==> src/ipv4dbf_pkg.sv <==
package ipv4dbf_pkg;

   localparam int unsigned ByteWidth      = 8;
   localparam int unsigned CountWidth     = 7;
   localparam int unsigned EtherTypeWidth = 16;
   localparam int unsigned IhlWidth       = 4;
   localparam int unsigned AddrWidth      = 32;
   localparam int unsigned ReasonWidth    = 3;
   localparam int unsigned RspDataWidth   = 8;

   localparam logic [CountWidth-1:0]     CountMax       = 7'd127;
   localparam logic [CountWidth-1:0]     EthHeaderBytes = 7'd14;
   localparam logic [CountWidth-1:0]     Ipv4MinEnd     = 7'd34;
   localparam logic [CountWidth-1:0]     PosTypeHigh    = 7'd12;
   localparam logic [CountWidth-1:0]     PosTypeLow     = 7'd13;
   localparam logic [CountWidth-1:0]     PosIhl         = 7'd14;
   localparam logic [CountWidth-1:0]     PosDestFirst   = 7'd30;
   localparam logic [CountWidth-1:0]     PosDestLast    = 7'd33;
   localparam logic [EtherTypeWidth-1:0] Ipv4EtherType  = 16'h0800;
   localparam logic [IhlWidth-1:0]       MinHeaderWords = 4'd5;

   typedef enum logic [ReasonWidth-1:0] {
      REASON_DROP_MATCH = 3'd0,
      REASON_SHORT_ETH  = 3'd1,
      REASON_NOT_IPV4   = 3'd2,
      REASON_SHORT_IP   = 3'd3,
      REASON_BAD_IHL    = 3'd4,
      REASON_IHL_BEYOND = 3'd5,
      REASON_OTHER_DEST = 3'd6
   } reason_type;

   typedef struct packed {
      logic                      last;
      logic [CountWidth-1:0]     length;
      logic [EtherTypeWidth-1:0] ether_type;
      logic [IhlWidth-1:0]       header_words;
      logic [AddrWidth-1:0]      dest_address;
   } frame_sum_type;

   typedef struct packed {
      logic       drop_frame;
      reason_type verdict_reason;
   } verdict_type;

endpackage

==> src/ipv4dbf_parse.sv <==
module ipv4dbf_parse (
   input  logic                                   clock,
   input  logic                                   reset,
   input  logic                                   beat_accept,
   input  logic [ipv4dbf_pkg::ByteWidth-1:0]      frame_byte,
   input  logic                                   last_byte,
   output ipv4dbf_pkg::frame_sum_type             frame_sum
);

   logic [ipv4dbf_pkg::CountWidth-1:0]     byte_count_ff, byte_count_in, count_sat;
   logic [ipv4dbf_pkg::EtherTypeWidth-1:0] ether_type_ff, ether_type_in, ether_type_cap;
   logic [ipv4dbf_pkg::IhlWidth-1:0]       header_words_ff, header_words_in, header_words_cap;
   logic [ipv4dbf_pkg::AddrWidth-1:0]      dest_address_ff, dest_address_in, dest_address_cap;

   always_comb begin
      ether_type_cap   = ether_type_ff;
      header_words_cap = header_words_ff;
      dest_address_cap = dest_address_ff;
      if (byte_count_ff == ipv4dbf_pkg::PosTypeHigh) begin
         ether_type_cap = {frame_byte, ether_type_ff[7:0]};
      end else if (byte_count_ff == ipv4dbf_pkg::PosTypeLow) begin
         ether_type_cap = {ether_type_ff[15:8], frame_byte};
      end else if (byte_count_ff == ipv4dbf_pkg::PosIhl) begin
         header_words_cap = frame_byte[ipv4dbf_pkg::IhlWidth-1:0];
      end else if (byte_count_ff >= ipv4dbf_pkg::PosDestFirst &&
                   byte_count_ff <= ipv4dbf_pkg::PosDestLast) begin
         dest_address_cap = {dest_address_ff[23:0], frame_byte};
      end
      count_sat = (byte_count_ff < ipv4dbf_pkg::CountMax) ?
                  byte_count_ff + 7'd1 : byte_count_ff;
   end

   always_comb begin
      byte_count_in   = byte_count_ff;
      ether_type_in   = ether_type_ff;
      header_words_in = header_words_ff;
      dest_address_in = dest_address_ff;
      if (beat_accept) begin
         if (last_byte) begin
            byte_count_in   = '0;
            ether_type_in   = '0;
            header_words_in = '0;
            dest_address_in = '0;
         end else begin
            byte_count_in   = count_sat;
            ether_type_in   = ether_type_cap;
            header_words_in = header_words_cap;
            dest_address_in = dest_address_cap;
         end
      end
   end

   always_ff @(posedge clock) begin
      if (reset) begin
         byte_count_ff   <= '0;
         ether_type_ff   <= '0;
         header_words_ff <= '0;
         dest_address_ff <= '0;
      end else begin
         byte_count_ff   <= byte_count_in;
         ether_type_ff   <= ether_type_in;
         header_words_ff <= header_words_in;
         dest_address_ff <= dest_address_in;
      end
   end

   assign frame_sum.last         = beat_accept & last_byte;
   assign frame_sum.length       = count_sat;
   assign frame_sum.ether_type   = ether_type_cap;
   assign frame_sum.header_words = header_words_cap;
   assign frame_sum.dest_address = dest_address_cap;

endmodule

==> src/ipv4dbf_judge.sv <==
module ipv4dbf_judge (
   input  logic                                  clock,
   input  logic                                  reset,
   input  logic                                  csr_wr_en,
   input  logic [ipv4dbf_pkg::AddrWidth-1:0]     csr_wr_data,
   input  ipv4dbf_pkg::frame_sum_type            frame_sum,
   output ipv4dbf_pkg::verdict_type              verdict
);

   logic [ipv4dbf_pkg::AddrWidth-1:0]  blocked_address_ff, blocked_address_in;
   logic [ipv4dbf_pkg::CountWidth-1:0] header_end;

   assign blocked_address_in = csr_wr_en ? csr_wr_data : blocked_address_ff;

   always_ff @(posedge clock) begin
      if (reset) begin
         blocked_address_ff <= '0;
      end else begin
         blocked_address_ff <= blocked_address_in;
      end
   end

   assign header_end = ipv4dbf_pkg::EthHeaderBytes + {1'b0, frame_sum.header_words, 2'b00};

   always_comb begin
      if (frame_sum.length < ipv4dbf_pkg::EthHeaderBytes) begin
         verdict.verdict_reason = ipv4dbf_pkg::REASON_SHORT_ETH;
      end else if (frame_sum.ether_type != ipv4dbf_pkg::Ipv4EtherType) begin
         verdict.verdict_reason = ipv4dbf_pkg::REASON_NOT_IPV4;
      end else if (frame_sum.length < ipv4dbf_pkg::Ipv4MinEnd) begin
         verdict.verdict_reason = ipv4dbf_pkg::REASON_SHORT_IP;
      end else if (frame_sum.header_words < ipv4dbf_pkg::MinHeaderWords) begin
         verdict.verdict_reason = ipv4dbf_pkg::REASON_BAD_IHL;
      end else if (header_end > frame_sum.length) begin
         verdict.verdict_reason = ipv4dbf_pkg::REASON_IHL_BEYOND;
      end else if (frame_sum.dest_address == blocked_address_ff) begin
         verdict.verdict_reason = ipv4dbf_pkg::REASON_DROP_MATCH;
      end else begin
         verdict.verdict_reason = ipv4dbf_pkg::REASON_OTHER_DEST;
      end
      verdict.drop_frame = (verdict.verdict_reason == ipv4dbf_pkg::REASON_DROP_MATCH);
   end

endmodule

==> src/ipv4dbf_skid.sv <==
module ipv4dbf_skid (
   input  logic                         clock,
   input  logic                         reset,
   input  logic                         in_valid,
   output logic                         in_ready,
   input  ipv4dbf_pkg::verdict_type     in_verdict,
   output logic                         out_valid,
   input  logic                         out_ready,
   output ipv4dbf_pkg::verdict_type     out_verdict
);

   logic                     main_valid_ff, main_valid_in;
   logic                     skid_valid_ff, skid_valid_in;
   ipv4dbf_pkg::verdict_type main_ff, main_in;
   ipv4dbf_pkg::verdict_type skid_ff, skid_in;
   logic                     take;

   assign in_ready = ~skid_valid_ff;
   assign take     = main_valid_ff & out_ready;

   always_comb begin
      main_valid_in = main_valid_ff;
      skid_valid_in = skid_valid_ff;
      main_in       = main_ff;
      skid_in       = skid_ff;
      if (take) begin
         if (skid_valid_ff) begin
            main_in       = skid_ff;
            skid_valid_in = 1'b0;
         end else begin
            main_valid_in = in_valid;
            main_in       = in_verdict;
         end
      end else if (in_valid && !skid_valid_ff) begin
         if (main_valid_ff) begin
            skid_in       = in_verdict;
            skid_valid_in = 1'b1;
         end else begin
            main_in       = in_verdict;
            main_valid_in = 1'b1;
         end
      end
   end

   always_ff @(posedge clock) begin
      if (reset) begin
         main_valid_ff <= 1'b0;
         skid_valid_ff <= 1'b0;
      end else begin
         main_valid_ff <= main_valid_in;
         skid_valid_ff <= skid_valid_in;
      end
      main_ff <= main_in;
      skid_ff <= skid_in;
   end

   assign out_valid   = main_valid_ff;
   assign out_verdict = main_ff;

endmodule

==> src/ipv4_destination_block_filter_top.sv <==
// Filters Ethernet frames on their IPv4 destination address. Frame bytes enter one per beat in
// wire order with req_tlast on the final byte; one byte is taken every cycle while the verdict
// buffer has room. Header fields are captured as the bytes pass, and the verdict for a frame is
// held in a two-entry output buffer in the cycle after its last byte; the input stalls only when
// two verdicts wait unread on the rsp side. Write the blocked address through
// csr_wr_en/csr_wr_data only while no frame is in flight.
module ipv4_destination_block_filter_top (
   input  logic        clock,
   input  logic        reset,
   input  logic        req_tvalid,
   output logic        req_tready,
   input  logic [7:0]  req_tdata,   // [7:0] frame_byte
   input  logic        req_tlast,   // last_byte
   output logic        rsp_tvalid,
   input  logic        rsp_tready,
   output logic [7:0]  rsp_tdata,   // [0] drop_frame, [3:1] verdict_reason, [7:4] zero
   input  logic        csr_wr_en,
   input  logic [31:0] csr_wr_data  // blocked_address
);

   ipv4dbf_pkg::frame_sum_type frame_sum;
   ipv4dbf_pkg::verdict_type   verdict;
   ipv4dbf_pkg::verdict_type   rsp_verdict;
   logic                       beat_accept;

   assign beat_accept = req_tvalid & req_tready;

   ipv4dbf_parse u_parse (
      .clock       (clock),
      .reset       (reset),
      .beat_accept (beat_accept),
      .frame_byte  (req_tdata),
      .last_byte   (req_tlast),
      .frame_sum   (frame_sum)
   );

   ipv4dbf_judge u_judge (
      .clock       (clock),
      .reset       (reset),
      .csr_wr_en   (csr_wr_en),
      .csr_wr_data (csr_wr_data),
      .frame_sum   (frame_sum),
      .verdict     (verdict)
   );

   ipv4dbf_skid u_skid (
      .clock       (clock),
      .reset       (reset),
      .in_valid    (frame_sum.last),
      .in_ready    (req_tready),
      .in_verdict  (verdict),
      .out_valid   (rsp_tvalid),
      .out_ready   (rsp_tready),
      .out_verdict (rsp_verdict)
   );

   assign rsp_tdata = {4'b0000, rsp_verdict.verdict_reason, rsp_verdict.drop_frame};

endmodule
==> config.mk <==
export PLATFORM = sky130hd
export DESIGN_NAME = ipv4_destination_block_filter_top
export DESIGN_NICKNAME = d
export VERILOG_FILES = /design/src/ipv4dbf_pkg.sv /design/src/ipv4dbf_parse.sv /design/src/ipv4dbf_judge.sv /design/src/ipv4dbf_skid.sv /design/src/ipv4_destination_block_filter_top.sv
export SDC_FILE = /design/constraint.sdc
export NUM_CORES = 1
export LEC_CHECK = 0
export BUFFER_PORTS_ARGS = -buffer_cell sky130_fd_sc_hd__buf_2
export CORE_UTILIZATION = 25
export DETAILED_ROUTE_END_ITERATION = 10
export SYNTH_ARGS = -nofsm -noshare
export SYNTH_HDL_FRONTEND = slang
export SYNTH_SLANG_ARGS = --single-unit
==> constraint.sdc <==
create_clock -name clock -period 12.2 [get_ports clock]
set_clock_uncertainty 0.1 [all_clocks]
set_input_delay 1.83 -clock clock [delete_from_list [all_inputs] [get_ports clock]]
set_output_delay 1.83 -clock clock [all_outputs]
set_load 0.05 [all_outputs]
==> results.md, run 1 <==
* Ys flop type: dfxtp_1
* Post-cts sizing count at 0
* Sw frac at 26.75%
* Routability cong. at 0.8693
* Wirelength, routed at 14300 microns
* Largest net degree at the start of global routing at 94
* Top Ports at 56
* Critical-path maximum fanout at 9
* Slowest cell on the critical path: dfxtp_1
* Maxcap violations at 0
* GRT busiest layer: met2
* Tot GR Track Use at 13.46%
* Yosys cell types at 70
* CTS Hold Bufs at 0
* Crit path kind: reg -> reg
* Fill cell count at 2288
* Clk Latency, worst-skew pair at 0.35 ns
* Fin util at 29.05%
* Worst hold-check path type: reg -> reg
* Startpoint class of the critical path: register
* Antenna Violating Nets Remaining at 0
* Cell Pwr Density at 115.0 mW/mm^2
* Drt pass-1 iters at 5
* Synth Cell Area at 0.005329 sq mm
* Worst-case reg-to-reg path depth at 17
* Final worst-path cycle share at 37.42%
* Area of the die at 0.02190 sq mm
* Nature of the critical path endpoint: register
* CP Capture Point: u_skid.out_verdict[3]
* Gate power share at 9.4%
* TritonCTS clock tree: built
* Vias in the first global route at 4205
* Max frequency at 219.1 MHz
* Share of cells above drive strength 1 at 13.76%
* Met3 Use GR at 3.086%
* Relative slew margins at 32.41%
* M2 GR Usage at 20.14%
* Routed WL per cell at 15.51 microns
* Critical Path AT at 4.69 ns
* Synthesized flop and latch total at 101
* Worst EP required at 12.33 ns
* Ant diodes at 0
* First-pass GRT wire length at 22960 microns
* Core area at 0.02096 sq mm
* Vias per cell at 4.875
* Post-Synthesis Cells at 610
* Seq/Total Area, Yosys at 39.45%
* Fraction of registers with async set/reset at 0%
* Met1 layer usage reported by global route at 18.74%
* R2R Path End: u_skid.out_verdict[3]
* Yosys warning count at 0
* Initial Util at 25.43%
* Tightest Pin Transition at 1.014 ns
* Final hold vios at 0
* CTS sink cnt at 101
* Setup_tns at 0 ns
* DRT iter0 DRCs at 250
* Die Y at 148 microns
* Clock share of power at 40.5%
* Max IR drop VDD at 73.76 uV
* Die width at 148 microns
* Row cnt at 53
* IO Port Bufs at 51
* Setup violators final at 0
* Critical Path Start: u_parse.byte_count_ff[0]
* Hpwl dp at 10390 microns
* Worst hold margin at 0.3927 ns
* Grt ovf at 0
* Internal power at 512.6 uW
* Mean Syn Cell Area at 8.736 sq um
* Reg clk slew, reported paths at 0.07 ns
* Switching power at 187.2 uW
* Post-synth EDFFs at 8
* Unrepaired setup endpoints after global routing: false
* Status: complete, no violations
* TritonCTS buffer count at 9
* CP cell instances: inv_1 > ha_1 > nor4b_2 > and3b_1 > mux2i_1 > nand2_1 > nand2_1 > xor2_1 > mux2i_1 > ha_1 > and4_1 > a221o_1 > o21ai_0 > o21ai_0 > nand2b_1 > nor4b_1 > mux2_1
* Leakage at 0.002333 uW
* Max Slew Vio Count at 0
* Initial antenna violation count at 0
* DR DRC count at 0
* Sequential share of power at 50.1%
* Area growth syn-to-layout at 14.23%
* Tmin final at 4.565 ns
* Crit path largest cell delay at 0.46 ns
* Slack of the worst reg-to-reg path at 7.64 ns
* H-tree levels at 3
* Vias at 4495
* Fin nets at 698
* Root buffer cell: clkbuf_16
* Post-CTS setup buffer count at 0
* Reg-to-reg critical path startpoint: u_parse.byte_count_ff[0]
* CTS max path bufs at 2
-- routing by layer --
metal  part of all wire (%)  routed length [microns]
met5                      0                        0
met4                    2.3                      328
met2                     43                     6214
met1                     50                     7106
met3                    4.5                      648
-- logic make-up (layout without fill, tap and decap cells) --
group / Yosys count / count (layout) / share of synthesized area, %
fa+ha+maj: 10 / 10 / 2.348
buf+inv: 67 / 101 / 5.471
simple gates: 213 / 213 / 20.12
xor+xnor: 41 / 41 / 6.739
flops: 101 / 101 / 39.45
other cells: 1 / 4 / 0.07037
compound gates: 136 / 136 / 17.94
mux: 41 / 41 / 7.866
-- power groups by stage --
stage                     logic (uW)  registers [uW]  clock network (uW)
final                           66.0             350                 284
after global routing            72.5             351                 307
after CTS                       66.2             350                 294
after detailed placement        66.0             358                   0
after global placement          65.9             358                   0
after floorplan                 43.0             357                   0
-- flip-flops by register name (all words and copies together) (netlist names) --
register and cells:
u_judge.blocked_address_ff 32, u_parse.dest_address_ff 32, u_parse.ether_type_ff 16, u_parse.byte_count_ff 7
u_parse.header_words_ff 4, u_skid.out_verdict 4, u_skid.skid_ff 4, u_skid.out_valid 1
u_skid.skid_valid_ff 1
-- worst max-delay path: cells and delay by family, from the launching register on --
family	cells	cell delay, ns
fa+ha+maj	2	0.60
xor+xnor	1	0.15
compound gates	3	0.52
flops	1	0.46
simple gates	7	1.77
mux	3	0.70
buf+inv	1	0.15
-- layout by cell type, fill, tap and decap left out, drive strengths merged, types with 2 or more instances in the layout --
master / n
o21bai: 2
o221ai: 4
nor2: 110
nand2: 24
or2: 3
o21ai: 17
a22oi: 54
o31ai: 4
o211ai: 3
nor4b: 5
inv: 35
mux2i: 37
nand3: 12
nor2b: 10
buf: 54
nor3: 7
mux2: 4
edfxtp: 8
nand3b: 2
o2bb2ai: 2
ha: 10
a221oi: 3
a31oi: 3
and3: 4
a211oi: 2
nand2b: 4
a32oi: 4
clkbuf: 10
a21oi: 23
o22ai: 6
nand4: 9
and4: 2
nor4: 16
xnor2: 13
dfxtp: 93
xor2: 28
conb: 4
-- how the worst min path moves through the flow --
stage	startpoint	end	slack, ns	depth (start not counted)
2_1_floorplan	u_parse.header_words_ff[0]	u_parse.header_words_ff[0]	0.36	2
3_3_place_gp	u_parse.header_words_ff[1]	u_parse.header_words_ff[1]	0.37	2
3_5_place_dp	u_parse.header_words_ff[0]	u_parse.header_words_ff[0]	0.38	2
4_1_cts	u_parse.header_words_ff[0]	u_parse.header_words_ff[0]	0.40	2
5_1_grt	u_parse.header_words_ff[0]	u_parse.header_words_ff[0]	0.44	2
6_report	u_parse.header_words_ff[1]	u_parse.header_words_ff[1]	0.39	2
-- final cells by class --
| class | count | area, sq um | area share (%) |
|---|---|---|---|
| Inverter | 31 | 116.4 | 1.912 |
| Multi-Input combinational cell | 445 | 2955 | 48.55 |
| Sequential cell | 101 | 2102 | 34.53 |
| Clock inverter | 6 | 52.55 | 0.8633 |
| Timing Repair Buffer | 54 | 277.8 | 4.563 |
| Clock buffer | 10 | 239.0 | 3.926 |
| Tap cell | 275 | 344.1 | 5.653 |
-- stage by stage --
| step | setup slack [ns] | area, sq um | cells | total power (uW) |
|---|---|---|---|---|
| final | 7.635 | 6087 | 922 | 699.8 |
| after global routing | 7.244 | 6087 | 922 | 730.5 |
| after CTS | 7.656 | 6087 | 922 | 709.9 |
| after detailed placement | 7.475 | 5796 | 906 | 423.8 |
| after global placement | 7.602 | 5796 | 906 | 423.6 |
| after floorplan | 7.925 | 5340 | 613 | 399.8 |
-- synth_stat cells, types with 8 or more instances --
cell        n  area [sq um]
a21oi_1    23         115.1
a22oi_1    54         405.4
clkbuf_1   21         78.83
dfxtp_1    93          1862
edfxtp_1    8         240.2
ha_1       10         125.1
inv_1      31         116.4
mux2i_1    37         370.4
nand2_1    22         82.58
nand3_1    12         60.06
nand4_1     8         50.05
nor2_1    109         409.1
nor2b_1    10         62.56
nor4_1     15         93.84
o21ai_0    15         75.07
xnor2_1    13         113.9
xor2_1     28         245.2
Power figures use the tool's default switching activity.
==> inputs of run 2 (changes only) <==
==> constraint.sdc (replaced) <==
create_clock -name clock -period 3.9 [get_ports clock]
set_clock_uncertainty 0.1 [all_clocks]
set_input_delay 0.585 -clock clock [delete_from_list [all_inputs] [get_ports clock]]
set_output_delay 0.585 -clock clock [all_outputs]
set_load 0.05 [all_outputs]
==> results.md, run 2 (synthesis gave the netlist of run 1 again) <==
* Status: complete, no violations
* Area growth syn-to-layout at 17.56%
* Worst-case reg-to-reg path depth at 17 (unchanged)
* Worst hold-check path type: in -> reg
* Area of the die at 0.02190 sq mm (unchanged)
* Routability cong. at 0.9011 (+3.7%)
* Crit path largest cell delay at 0.34 ns (-0.12 ns)
* Fin nets at 713 (+2.1%)
* Critical Path Start: u_parse.byte_count_ff[0]
* Hold Path Cell Cnt at 3 (+1)
* Multi-input logic area at 0.003012 sq mm (+1.9%)
* R2R Path End: u_skid.out_verdict[3]
* TritonCTS clock tree: built
* H-tree levels at 3 (unchanged)
* Leading registers by flop count: u_judge.blocked_address_ff (32), u_parse.dest_address_ff (32), u_parse.ether_type_ff (16)
* First-pass GRT wire length at 23470 microns (+2.2%)
* Fill cell count at 2251 (-1.6%)
* Nature of the critical path endpoint: register
* IO Port Bufs at 51 (unchanged)
* Routed WL per cell at 15.71 microns (+1.3%)
* Clk Latency, worst-skew pair at 0.36 ns (about the same)
* DRT iter0 DRCs at 408 (+63%)
* Leakage at 0.002447 uW (+4.9%)
* CP Capture Point: u_skid.out_verdict[3]
* Core area at 0.02096 sq mm (unchanged)
* Relative slew margins at 38.51% (+6.1 points)
* Largest net degree at the start of global routing at 52 (-45%)
* Top Ports at 56 (unchanged)
* Slack of the worst reg-to-reg path at 0.21 ns (-7.43 ns)
* CP Depth at 17 (unchanged)
* DP Area at 0.005917 sq mm (+2.1%)
* Tot Pwr at 2196 uW (+210%)
* Critical-path maximum fanout at 4 (-5)
* Drt pass-1 iters at 5 (unchanged)
* CTS sink cnt at 101 (unchanged)
* Initial Util at 25.43% (unchanged)
* Vias at 4676 (+4.0%)
* Wirelength, routed at 14720 microns (+3.0%)
* Grt ovf at 0 (unchanged)
* Max IR drop VDD at 230.6 uV (+210%)
* Tot GR Track Use at 13.71% (+0.25 points)
* Reg clk slew, reported paths at 0.07 ns (about the same)
* Share of cells above drive strength 1 at 17.07% (+3.3 points)
* Max frequency at 270.8 MHz (+24%)
* CP cell instances: inv_1 > ha_4 > nor4b_4 > and3b_2 > mux2i_2 > nand2_1 > nand2_1 > xor2_1 > mux2i_1 > ha_1 > and4_1 > a221o_1 > o21ai_0 > o21ai_1 > nand2b_4 > nor4b_4 > mux2_4
* Cell Pwr Density at 350.5 mW/mm^2 (+200%)
* Die width at 148 microns (unchanged)
* Worst hold margin at 0.3596 ns (-0.03305 ns)
* Setup violators final at 0 (unchanged)
* Final worst-path cycle share at 94.69% (+57 points)
* TritonCTS buffer count at 9 (unchanged)
* Vias per cell at 4.990 (+2.4%)
* Most common cell after layout, fill and taps aside: nor2_1
* Final instance area at 0.006265 sq mm (+2.9%)
* Maxcap violations at 0 (unchanged)
* Crit path kind: reg -> reg
* DR DRC count at 0 (unchanged)
* Slowest cell on the critical path: a221o_1
* Tmin final at 3.693 ns (-0.8720 ns)
* Root buffer cell: clkbuf_16
* CTS max path bufs at 2 (unchanged)
* Reg-to-reg critical path startpoint: u_parse.byte_count_ff[0]
* Die Y at 148 microns (unchanged)
* Worst EP required at 4.03 ns (-8.30 ns)
* Hold Startpoint: csr_wr_data[20]
* Crit-path leading delay family: simple AND/OR/NAND/NOR gates
* Startpoint class of the critical path: register
* Reg area at 0.002105 sq mm (+0.12%)
* Tightest Pin Transition at 0.9224 ns (-0.09145 ns)
* Max Slew Vio Count at 0 (unchanged)
* Row cnt at 53 (unchanged)
* Hpwl dp at 10800 microns (+3.9%)
* Critical Path AT at 3.83 ns (-0.86 ns)
* Initial antenna violation count at 0 (unchanged)
* Worst path bufs/invs at 1 (unchanged)
* Vias in the first global route at 4305 (+2.4%)
* Final hold vios at 0 (unchanged)
* Ant diodes at 0 (unchanged)
* Commonest non-fill, non-tap cells in the layout: nor2_1, dfxtp_1, a22oi_1, buf_2, mux2i_1
* Antenna Violating Nets Remaining at 0 (unchanged)
-- run 2: cell types whose count changed in the layout (fill, tap and decap cells not counted), sizes merged --
cell / before / now
buf: 54 / 69
clkinv: 1 / 2
clkinvlp: 1 / 0
-- run 2: what timing repair did --
item	CTS	global route
hold buffers	0	0
setup endpoints to repair	1	7
setup buffers	0	1
pin swaps	1	6
gates resized for setup	3	11
gates cloned	0	0
-- run 2: worst min-delay path, cell delays in order --
cell	delay [ns]
buf_2	0.07
mux2i_1	0.05
nor2_1	0.07
-- run 2: final cells by class --
type | count | area share [%]
Clock inverter | 6 | 0.8987
Clock buffer | 10 | 3.655
Tap cell | 275 | 5.492
Inverter | 31 | 1.857
Multi-Input combinational cell | 445 | 48.07
Sequential cell | 101 | 33.59
Timing Repair Buffer | 69 | 6.431
-- run 2: power breakdown --
group	switching (uW)	internal [uW]	total, uW
Sequential	27.5	1070	1090
Combinational	136	80.8	217
Clock	438	448	886
-- run 2: how the worst min path moves through the flow --
stage	end	slack (ns)
2_1_floorplan	u_parse.header_words_ff[1]	0.36
3_3_place_gp	u_parse.header_words_ff[1]	0.37
3_5_place_dp	u_parse.header_words_ff[1]	0.38
4_1_cts	u_judge.blocked_address_ff[10]	0.35
5_1_grt	u_judge.blocked_address_ff[9]	0.36
6_report	u_judge.blocked_address_ff[20]	0.36
-- run 2: routing by layer --
layer	wire length [microns]	up-vias	share of wire, %	track usage [%]
met5	0	-	0	0
met4	274	0	1.9	3.918
met3	801	32	5.4	3.086
met2	6601	144	45	21.24
met1	7045	2219	48	18.89
li1	-	2281	-	-
-- run 2: stage by stage --
stage               cells  util [%]  setup WS (ns)   TNS, ns
floorplan             613         -        0.01525         0
global placement      920     28.24        0.08125         0
detailed placement    920     28.24       -0.02646  -0.02646
CTS                   936     29.65        0.04094         0
global route          937     29.90       -0.01690  -0.01690
finish                937     29.90         0.2072         0
==> inputs of run 3 (changes only) <==
--- a/config.mk
+++ b/config.mk
@@ -8,6 +8,7 @@
 export BUFFER_PORTS_ARGS = -buffer_cell sky130_fd_sc_hd__buf_2
 export CORE_UTILIZATION = 25
 export DETAILED_ROUTE_END_ITERATION = 10
+export RECOVER_POWER = 100
 export SYNTH_ARGS = -nofsm -noshare
 export SYNTH_HDL_FRONTEND = slang
 export SYNTH_SLANG_ARGS = --single-unit
==> results.md, run 3 (synthesis gave the netlist of run 1 again) <==
* Status: finished, violations left
* Failing checks: capacitance limit, slew limit
* Initial antenna violation count at 0 (unchanged)
* Wirelength, routed at 14840 microns (+0.81%)
* Vias in the first global route at 4305 (unchanged)
* Final worst-path cycle share at 94.54% (-0.15 points)
* CTS Hold Bufs at 0 (unchanged)
* Pre-CTS setup slack at -0.02646 ns (unchanged)
* Gate power share at 9.7% (-0.2 points)
* Crit path largest cell delay at 0.34 ns (about the same)
* Die Y at 148 microns (unchanged)
* Reg-to-reg critical path startpoint: u_parse.byte_count_ff[0]
* Critical-path maximum fanout at 4 (unchanged)
* IO Port Bufs at 51 (unchanged)
* Crit path kind: reg -> reg
* Initial Util at 25.43% (unchanged)
* Leading registers by flop count: u_judge.blocked_address_ff (32), u_parse.dest_address_ff (32), u_parse.ether_type_ff (16)
* Clock share of power at 40.5% (+0.2 points)
* Nature of the critical path endpoint: register
* Vias per cell at 4.984 (-0.13%)
* Reg clk slew, reported paths at 0.07 ns (about the same)
* CTS sink cnt at 101 (unchanged)
* Core area at 0.02096 sq mm (unchanged)
* TritonCTS buffer count at 9 (unchanged)
* Internal power at 1591 uW (-0.24%)
* Hold Path Cell Cnt at 3 (unchanged)
* Ant diodes at 0 (unchanged)
* Vias at 4670 (-0.13%)
* TritonCTS clock tree: built
* Routed WL per cell at 15.84 microns (+0.81%)
* Leakage at 0.002414 uW (-1.4%)
* Sequential share of power at 49.8% (about the same)
* Worst EP required at 4.04 ns (about the same)
* Min setup slack post-route at 0.2130 ns (+0.005731 ns)
* Worst-case reg-to-reg path depth at 17 (unchanged)
* Area of the die at 0.02190 sq mm (unchanged)
* Slowest cell on the critical path: a221o_1
* Fin nets at 713 (unchanged)
* Largest net degree at the start of global routing at 52 (unchanged)
* Row cnt at 53 (unchanged)
* Slack of the worst reg-to-reg path at 0.21 ns (about the same)
* CP cell instances: inv_1 > ha_4 > nor4b_4 > and3b_2 > mux2i_2 > nand2_1 > nand2_1 > xor2_1 > mux2i_1 > ha_1 > and4_1 > a221o_1 > o21ai_0 > o21ai_1 > nand2b_4 > nor4b_4 > mux2_4
* Hpwl dp at 10800 microns (unchanged)
* Hold Path End: u_judge.blocked_address_ff[20]
* Clk Latency, worst-skew pair at 0.36 ns (about the same)
* Most common cell after layout, fill and taps aside: nor2_1
* Hold Startpoint: csr_wr_data[20]
* Area growth syn-to-layout at 16.88%
* Tightest Pin Transition at 1.955 ns (+1.032 ns)
* Final hold vios at 0 (unchanged)
* Setup_tns at 0 ns (unchanged)
* Fill cell count at 2251 (unchanged)
* R2R Path End: u_skid.out_verdict[3]
* Antenna Violating Nets Remaining at 0 (unchanged)
* Top Ports at 56 (unchanged)
* Root buffer cell: clkbuf_16
* Die width at 148 microns (unchanged)
* Grt ovf at 0 (unchanged)
* Critical Path AT at 3.82 ns (about the same)
* Setup violators final at 0 (unchanged)
* Relative slew margins at -30.31% (-69 points)
* Max IR drop VDD at 234.7 uV (+1.8%)
* Routability cong. at 0.9011 (unchanged)
* DP Area at 0.005917 sq mm (unchanged)
* Cell Pwr Density at 352.8 mW/mm^2 (+0.65%)
* Maxcap violations at 1 (+1)
* DRT iter0 DRCs at 424 (+3.9%)
* H-tree levels at 3 (unchanged)
* Share of cells above drive strength 1 at 15.41% (-1.7 points)
* Worst hold-check path type: in -> reg
* Drt pass-1 iters at 5 (unchanged)
* Crit-path leading delay family: simple AND/OR/NAND/NOR gates
* Sw frac at 27.61% (+0.22 points)
* First-pass GRT wire length at 23470 microns (unchanged)
* Max Slew Vio Count at 44 (+44)
* DR DRC count at 0 (unchanged)
* Startpoint class of the critical path: register
* Worst path bufs/invs at 1 (unchanged)
* Max frequency at 271.2 MHz (+0.16%)
* Commonest non-fill, non-tap cells in the layout: nor2_1, dfxtp_1, a22oi_1, buf_2, mux2i_1
* Tot GR Track Use at 13.71% (unchanged)
* CTS max path bufs at 2 (unchanged)
* Tmin final at 3.687 ns (-0.005731 ns)
* Final instance area at 0.006228 sq mm (-0.58%)
* Switching power at 606.6 uW (+0.89%)
-- run 3: tightest hold or removal path, cell delays in order --
cell	delay, ns
buf_2	0.07
mux2i_1	0.05
nor2_1	0.07
-- run 3: how the worst max path moves through the flow --
stage | slack [ns] | startpoint | end | cells after the start
floorplan | 0.02 | u_parse.byte_count_ff[0] | u_skid.out_verdict[0] | 18
global placement | 0.08 | u_parse.byte_count_ff[1] | u_skid.out_verdict[2] | 17
detailed placement | -0.03 | u_parse.byte_count_ff[1] | u_skid.out_verdict[3] | 17
CTS | 0.04 | u_parse.byte_count_ff[1] | u_skid.out_verdict[2] | 17
global route | -0.02 | u_parse.byte_count_ff[0] | u_skid.out_verdict[3] | 17
finish | 0.21 | u_parse.byte_count_ff[0] | u_skid.out_verdict[3] | 17
-- run 3: repair_timing --
action / in CTS / in global routing
setup endpoints to repair: 1 / 7
setup buffers: 0 / 1
gates resized for setup: 3 / 11
pin swaps: 1 / 6
-- run 3: power by group through the flow --
stage / clock network, uW / registers, uW / logic, uW
final: 891 / 1090 / 213
after global routing: 953 / 1100 / 234
after CTS: 913 / 1090 / 215
after detailed placement: 0 / 1120 / 214
after global placement: 0 / 1120 / 214
after floorplan: 0 / 1120 / 135
-- run 3: layout make-up --
| cell class | count | area [sq um] | area share, % |
|---|---|---|---|
| inverter | 31 | 116.4 | 1.868 |
| clock inverter | 6 | 56.30 | 0.9040 |
| sequential | 101 | 2105 | 33.79 |
| tap | 275 | 344.1 | 5.524 |
| multi-input combinational | 445 | 3008 | 48.29 |
| clock buffer | 10 | 229.0 | 3.676 |
| timing repair buffer | 69 | 370.4 | 5.946 |
-- run 3: routing by layer --
layer  track usage, %  part of all wire (%)  vias up  wire length [microns]
met5                0                     0        -                      0
met4            3.918                   2.0        0                    297
met3            3.086                   4.8       32                    715
met2            21.24                    45      132                   6671
met1            18.89                    48     2225                   7157
li1                 -                     -     2281                      -
-- run 3: through the flow --
step / utilization [%] / std cells / power, uW / hold WS, ns
3_5_place_dp: 28.24 / 920 / 1331 / 0.3769
5_1_grt: 29.72 / 937 / 2284 / 0.3604
4_1_cts: 29.65 / 936 / 2221 / 0.3519
6_report: 29.72 / 937 / 2197 / 0.3554
3_3_place_gp: 28.24 / 920 / 1331 / 0.3721
2_1_floorplan: - / 613 / 1251 / 0.3562
